$ cat src/rtl/dbrs_pkg.sv
// ----------------------------------------------------------------------------
// dbrs_pkg
// Shared types and constants for the block-decomposed range sum unit.
// ----------------------------------------------------------------------------
package dbrs_pkg;

  localparam int IDX_W  = 10;
  localparam int VAL_W  = 32;
  localparam int SUM_W  = 48;
  localparam int CFG_W  = 11;
  localparam int TYPE_W = 2;

  localparam logic [CFG_W-1:0] LEN_RESET = 11'd1024;

  // request codes
  localparam logic [TYPE_W-1:0] REQ_ASSIGN = 2'd0;
  localparam logic [TYPE_W-1:0] REQ_PREFIX = 2'd1;
  localparam logic [TYPE_W-1:0] REQ_RANGE  = 2'd2;
  localparam logic [TYPE_W-1:0] REQ_NONE   = 2'd3;

  // status codes
  localparam logic STAT_OK  = 1'b0;
  localparam logic STAT_ERR = 1'b1;

  typedef struct packed {
    logic [TYPE_W-1:0]       req_type;
    logic [IDX_W-1:0]        index_lo;
    logic [IDX_W-1:0]        index_hi;
    logic signed [VAL_W-1:0] value;
  } req_t;

  typedef struct packed {
    logic signed [SUM_W-1:0] sum;
    logic                    status;
  } rsp_t;

  typedef enum logic [3:0] {
    S_CLEAR,
    S_IDLE,
    S_DIV,
    S_REM,
    S_PLAN,
    S_ASG_RD,
    S_ASG_WR,
    S_SEG_A,
    S_BLKS,
    S_SEG_C,
    S_DRAIN,
    S_FINISH
  } ctl_state_t;

  typedef struct packed {
    logic capture;   // latch request, clear accumulator
    logic divide;    // block number of both indices
    logic split;     // offsets within block
    logic plan;      // walk endpoints
    logic el_rd;
    logic blk_rd;
    logic acc;       // reads issued now feed the accumulator
    logic el_inc;
    logic blk_inc;
    logic el_to_c;   // jump element pointer to the last partial block
    logic asg_wr;
    logic clr_wr;
    logic out_load;
  } cmd_t;

  typedef struct packed {
    logic [TYPE_W-1:0] req_type;
    logic              err;
    logic              rev;
    logic              same_blk;
    logic              has_mid;
    logic              el_last;
    logic              blk_last;
    logic              clr_last;
  } sts_t;

endpackage

$ cat src/rtl/dbrs_ctrl.sv
// ----------------------------------------------------------------------------
// dbrs_ctrl
// Request sequencer: clearing pass, index split, store walk, result handoff.
// ----------------------------------------------------------------------------
module dbrs_ctrl import dbrs_pkg::*; (
  input  logic clk,
  input  logic rst,
  input  logic req_valid,
  output logic req_stall,
  output logic rsp_valid,
  input  logic rsp_stall,
  input  sts_t sts,
  output cmd_t cmd
);

  ctl_state_t state, state_next;
  logic       out_free;
  logic       skip;

  assign out_free  = !rsp_valid || !rsp_stall;
  assign req_stall = (state != S_IDLE);
  assign skip      = sts.err || sts.rev || (sts.req_type == REQ_NONE);

  always_ff @(posedge clk) begin
    if (rst) begin
      state <= S_CLEAR;
    end else begin
      state <= state_next;
    end
  end

  always_comb begin
    state_next = state;
    unique case (state)
      S_CLEAR:  if (sts.clr_last) state_next = S_IDLE;
      S_IDLE:   if (req_valid) state_next = S_DIV;
      S_DIV:    state_next = S_REM;
      S_REM:    state_next = S_PLAN;
      S_PLAN: begin
        if (skip) begin
          state_next = S_FINISH;
        end else if (sts.req_type == REQ_ASSIGN) begin
          state_next = S_ASG_RD;
        end else begin
          state_next = S_SEG_A;
        end
      end
      S_ASG_RD: state_next = S_ASG_WR;
      S_ASG_WR: state_next = S_FINISH;
      S_SEG_A: begin
        if (sts.el_last) begin
          if (sts.same_blk) begin
            state_next = S_DRAIN;
          end else if (sts.has_mid) begin
            state_next = S_BLKS;
          end else begin
            state_next = S_SEG_C;
          end
        end
      end
      S_BLKS:   if (sts.blk_last) state_next = S_SEG_C;
      S_SEG_C:  if (sts.el_last) state_next = S_DRAIN;
      S_DRAIN:  state_next = S_FINISH;
      S_FINISH: if (out_free) state_next = S_IDLE;
      default:  state_next = S_CLEAR;
    endcase
  end

  always_comb begin
    cmd = '0;
    unique case (state)
      S_CLEAR:  cmd.clr_wr = 1'b1;
      S_IDLE:   cmd.capture = req_valid;
      S_DIV:    cmd.divide = 1'b1;
      S_REM:    cmd.split = 1'b1;
      S_PLAN:   cmd.plan = 1'b1;
      S_ASG_RD: begin
        cmd.el_rd  = 1'b1;
        cmd.blk_rd = 1'b1;
      end
      S_ASG_WR: cmd.asg_wr = 1'b1;
      S_SEG_A: begin
        cmd.el_rd = 1'b1;
        cmd.acc   = 1'b1;
        if (sts.el_last) begin
          cmd.el_to_c = !sts.same_blk && !sts.has_mid;
        end else begin
          cmd.el_inc = 1'b1;
        end
      end
      S_BLKS: begin
        cmd.blk_rd = 1'b1;
        cmd.acc    = 1'b1;
        if (sts.blk_last) begin
          cmd.el_to_c = 1'b1;
        end else begin
          cmd.blk_inc = 1'b1;
        end
      end
      S_SEG_C: begin
        cmd.el_rd  = 1'b1;
        cmd.acc    = 1'b1;
        cmd.el_inc = !sts.el_last;
      end
      S_DRAIN:  cmd = '0;
      S_FINISH: cmd.out_load = out_free;
      default:  cmd = '0;
    endcase
  end

  // result handoff
  always_ff @(posedge clk) begin
    if (rst) begin
      rsp_valid <= 1'b0;
    end else if (cmd.out_load) begin
      rsp_valid <= 1'b1;
    end else if (!rsp_stall) begin
      rsp_valid <= 1'b0;
    end
  end

  a_load_shows: assert property (@(posedge clk) disable iff (rst)
    cmd.out_load |=> rsp_valid)
    else $error("loaded result not presented");

  a_no_overwrite: assert property (@(posedge clk) disable iff (rst)
    cmd.out_load |-> !(rsp_valid && rsp_stall))
    else $error("result overwritten while stalled");

  a_dual_read: assert property (@(posedge clk) disable iff (rst)
    (cmd.el_rd && cmd.blk_rd) |-> (state == S_ASG_RD))
    else $error("both stores read outside assignment");

  a_accept_flow: assert property (@(posedge clk) disable iff (rst)
    (req_valid && !req_stall) |=> (state == S_DIV))
    else $error("accepted request not started");

endmodule

$ cat config.mk
export PLATFORM = sky130hd
export DESIGN_NAME = dbrs_ctrl
export DESIGN_NICKNAME = d
export VERILOG_FILES = /design/src/rtl/dbrs_pkg.sv /design/src/rtl/dbrs_ctrl.sv
export SDC_FILE = /design/constraint.sdc
export NUM_CORES = 1
export LEC_CHECK = 0
export BUFFER_PORTS_ARGS = -buffer_cell sky130_fd_sc_hd__buf_2
export CAP_MARGIN = 20
export CORE_UTILIZATION = 38
export CTS_BUF_LIST = sky130_fd_sc_hd__clkbuf_16
export DETAILED_ROUTE_END_ITERATION = 7
export MAX_ROUTING_LAYER = met4
export PLACE_DENSITY = 0.69
export SLEW_MARGIN = 10
export SYNTH_ARGS = -nofsm -noshare
export SYNTH_HDL_FRONTEND = slang
export SYNTH_SLANG_ARGS = --single-unit
$ cat constraint.sdc
create_clock -name clk -period 1.45 [get_ports clk]
set_clock_uncertainty 0.05 [all_clocks]
set_input_delay 0.2175 -clock clk [delete_from_list [all_inputs] [get_ports clk]]
set_output_delay 0.2175 -clock clk [all_outputs]
set_load 0.02 [all_outputs]
# ---- After elaboration in Yosys (flattened, before gate mapping)
# Cells that the tools add are included.
dict set report word_totals {
  ff_bits 5
  input_bits 13
  out_inout_bits 15
  wordCells 68
}
dict set report op_classes {
  n_eq_ne 20
  mux 30
  reduce_logical 16
}
# op count
set op_table {}
lappend op_table {{$pmux W4 S11} 1}
lappend op_table {{$mux W4} 7}
lappend op_table {{$mux W1} 18}
lappend op_table {{$eq A4 B3 Y1 const B} 4}
lappend op_table {{$eq A4 B4 Y1 const B} 4}
lappend op_table {{$ne A2 B2 Y1 const B} 6}
lappend op_table {{$eq A4 B2 Y1 const B} 2}
lappend op_table {{$reduce_and A6 Y1} 1}
lappend op_table {{$reduce_or A3 Y1} 2}
lappend op_table {{$logic_not A1 Y1} 5}
lappend op_table {{$eq A4 B1 Y1 const B} 1}
lappend op_table {{$logic_not A4 Y1} 1}
lappend op_table {{$mux W2} 2}
lappend op_table {{$ne A4 B1 Y1 const B} 1}
lappend op_table {{$pmux W1 S2} 2}
lappend op_table {{$reduce_or A2 Y1} 2}
lappend op_table {{$logic_or A1 B1 Y1} 3}
lappend op_table {{$eq A2 B2 Y1 const B} 1}
lappend op_table {{$logic_not A2 Y1} 1}
lappend op_table {{$ne A2 B1 Y1 const B} 1}
lappend op_table {{$logic_and A1 B1 Y1} 1}

# ---- Depth between registers and ports, before layout
dict set report logic_depth {
  ltp_word 4
  ltp_mapped 5
  mapped_depth_nobuf 4
}

# ---- Least setup slack after synthesis
# Ideal clock, no wire load.
dict set report synth_timing {
  path_type {reg2reg}
  from {register state[0]}
  to {register state[3]}
  setup_ns 0.139
  t_arrival_ns 1.389
  required_time_ns 1.261
  slack_ns -0.128
  stages_incl_launch_ff 6
  path_buffers 1
  synth_period_minus_slack_ns 1.578
  cell_sequence {dfxtp_1 > buf_4 > or4b_4 > o22ai_1 > or2_1 > o41ai_2}
}
dict set report synth_via {
  elab_chain_len 3
  elab_cells_between_ends 21
  classes_between {17 x eq/ne; 1 x mux; 3 x reduce/logical}
}
# item line_no
set synth_rtl {}
lappend synth_rtl {{from (decl)} dbrs_ctrl.sv:16} ;# ctl_state_t state, state_next;
lappend synth_rtl {{from (signal assigned)} dbrs_ctrl.sv:28} ;# state <= state_next;
lappend synth_rtl {{$eq A4 B3 Y1, or another cell as far along} dbrs_ctrl.sv:34} ;# unique case (state)
lappend synth_rtl {{$reduce_or A2 Y1 (no source line) or $ne A2 B2 Y1 (tied branches)} -}
lappend synth_rtl {{$pmux W4 S11 or $reduce_and A6 Y1 (tied branches)} -}
# Several ways; a longest one is shown, not always the timed one.
# A chain may end at the register's enable or synchronous reset.

==> flow_metrics.tcl <==
set metrics [dict create \
    dr.pass1.iters 5 \
    p_switching_uw 552.1 \
    ctsHoldBuffers 0 \
    crit_type "flop to output pin" \
    fillers 35 \
    area_growth_pct 132.2 \
    drc_errors 0 \
    max_slew_margin_pct 64.02 \
    setup_ws_ns -0.3137 \
    diodes 0 \
    pre_cts_ws_ns -0.1510 \
    yosys.area_share.xor_xnor_pct 0 \
    synth_mux_area_share_pct 2.118 \
    wl_um 3624 \
    place_hpwl_um 1369 \
    num_io_pins 28 \
    coreArea_um2 1301 \
    grt_pass1_wl_um 3698 \
    p_clk_share_pct 32.3 \
    hp-start "sts[2]" \
    seq_area_frac_synth_pct 18.82 \
    synth-simple-area-share_pct 32.94 \
    comb_power_share_pct 53.7 \
    powerDensity_nw_per_um2 1171 \
    clock-root-buffer "clkbuf_16" \
    antenna_left 0 \
    crit_required_ns 1.18 \
    cts_buffers 3 \
    critPathArrivalTime_ns 1.50 \
    start_util_pct 40.87 \
    drive_above_1_share_pct 71.88 \
    fin_crit_ns 1.764 \
    crit_family "flip-flops" \
    rows 13 \
    path_buf_inv 3 \
    r2r_setup_slack_ns -0.30 \
    clk_pin_slew_ns 0.04 \
    synth_top_family_by_area "compound AO/OA/AOI/OAI gates" \
    synth.distinct_cells 31 \
    ff_latch_area_um2 115.1 \
    clockBufferDepth 2 \
    antenna_found_initial 0 \
    grt_pass1_vias 787 \
    hp-class "primary input to flop" \
    wire_per_inst_um 25.34 \
    instances_no_fill 143 \
    rr_startpoint "state[2]" \
    netlist_instances 74 \
    maxCapViolCount 0 \
    die_w_um 39.41 \
    grt.overflow.total 0 \
    violations "negative setup slack" \
    max_stage_delay_ns 0.40 \
    grt_start_max_net_pins 9 \
    ir_drop_uv 817.6 \
    path_max_fanout 6 \
    p_sw_share_pct 38.18 \
    slowest_stage "dfxtp_4" \
    avgSynthCellArea_um2 7.186 \
    vias 1008 \
    cellLeakagePower_nw 0.5663 \
    start_kind "flop" \
    yosys_warnings 0 \
    grt_usage_pct 37.02 \
    clock_latency_ns 0.24 \
    mappedNetlistArea_um2 531.8 \
    rsz0062_at_grt "true" \
    endpoint_kind "output pin" \
    h-tree-depth 1 \
    place_inst 123 \
    synth-compound-area-share_pct 35.53 \
    vias_per_cell 7.049 \
    crit_start "state[1]" \
    period_share_pct 121.6 \
    dieHeight_um 39.41 \
    worst_pin_slew_ns 0.5330 \
    p_int_uw 893.8 \
    nets 142 \
    multiInputGateArea_um2 524.3 \
    cts_sinks 5 \
    ys_ff_latch 5 \
    drt_iter0_drc 125 \
    cts_tree "yes" \
    p_seq_share_pct 14.0 \
    hold_viol 0 \
    die-area_um2 1553 \
    fmax_ghz 0.5670 \
    finalSetupViolCount 17 \
    syn_nets 87 \
    outcome "finished, violations left" \
    gp_congestion 0.8323 \
    crit_top_cell "buf_6" \
    slew_viol_final 0 \
    cp_cell_sequence "buf_6 -> inv_2 -> nor4_4 -> a32o_2 -> buf_6" \
    io_buffer_count 27 \
    synthAdderAreaFrac_pct 0 \
]
[per-layer routing]
| metal | share of wire [%] | up-vias | global-route usage (%) |
|---|---|---|---|
| met1 | 33 | 439 | 40.88 |
| met3 | 13 | 44 | 8.523 |
| li1 | - | 393 | - |
| met4 | 7.8 | 0 | 14.66 |
| met5 | 0 | - | - |
| met2 | 47 | 132 | 63.52 |
[placed cells by master (no fill, tap or decap), types with 2 or more instances in the layout]
cell,n
o21ai_0,3
inv_2,3
a21oi_1,7
buf_6,18
nor2_2,2
inv_1,4
nor3_2,3
nor2_1,5
nand2b_4,2
buf_2,14
buf_4,21
clkbuf_16,3
dfxtp_4,4
buf_8,3
nor2_4,2
o22ai_4,2
[Yosys cell counts]
master    number  share of area, %
inv_1          6               4.2
o211a_4        1               3.3
or2_1          1               1.2
nor3b_1        2               2.8
o22ai_1        2               2.4
buf_4          1               1.4
a21oi_1        8               7.5
nand4b_1       1               1.6
nor2b_1        2               2.4
a211oi_1       1               1.4
nor3_1         5               4.7
mux2_2         1               2.1
nor4_1         2               2.4
buf_6          1               2.1
dfxtp_1        5                19
a311oi_1       1               1.6
nor2_1         9               6.4
a32o_1         1               1.9
or4b_4         1               2.6
o221ai_1       2               3.3
nand2_1        3               2.1
o31ai_1        1               1.4
o221a_2        1               2.1
o41ai_2        1               3.1
o311ai_0       2               3.3
o21a_1         1               1.4
or4_1          2               2.8
nand2b_1       2               2.4
clkbuf_1       4               2.8
and3b_1        1               1.6
o21ai_0        3               2.8
[sequential cells by signal (all words and copies together) (netlist names)]
signal and flops:
rsp_valid 1, state 4
[worst paths after layout]
kind,end,cells after the start
max,cmd[3],5
min,state[2],2
max reg2reg,state[1],5
min reg2reg,rsp_valid,2
[layout make-up]
class	count	area share, %
repair buffers	56	38.50
clock buffers	3	6.079
clock inverters	1	0.3040
inverters	6	1.824
flip-flops and latches	5	9.321
well taps	15	1.520
multi-input cells	57	42.45
[cells by family after synthesis]
logic type | after synthesis
muxes | 1
and+or+nand+nor | 31
DFF | 5
buffers and inverters | 12
AOI/OAI and AO/OA | 25
[power by group through the flow]
stage	Combinational [mW]	Clock, mW	Sequential (mW)
after global routing	0.800	0.488	0.200
after CTS	0.628	0.448	0.192
after global placement	0.401	0	0.189
final	0.776	0.468	0.202
after detailed placement	0.412	0	0.189
after floorplan	0.292	0	0.169
[through the flow]
step	hold WS [ns]	area [um^2]	TNS, ns	util, %	total power [mW]
after floorplan	0.2292	564.3	-0.3118	-	0.4605
after global placement	0.3898	775.7	-0.6863	59.62	0.5904
after detailed placement	0.3931	775.7	-0.8581	59.62	0.6007
after CTS	0.1488	1089	-2.121	83.65	1.267
after global routing	0.1621	1235	-3.672	94.90	1.488
final	0.1623	1235	-3.200	94.90	1.446
[repair_timing]
item / 4_1_cts / 5_1_grt
pin swaps: 8 / 7
resized for setup: 52 / 24
buffers inserted: 11 / 8
endpoints found under the setup margin: 17 / 17
Power figures use the tool's default switching activity.
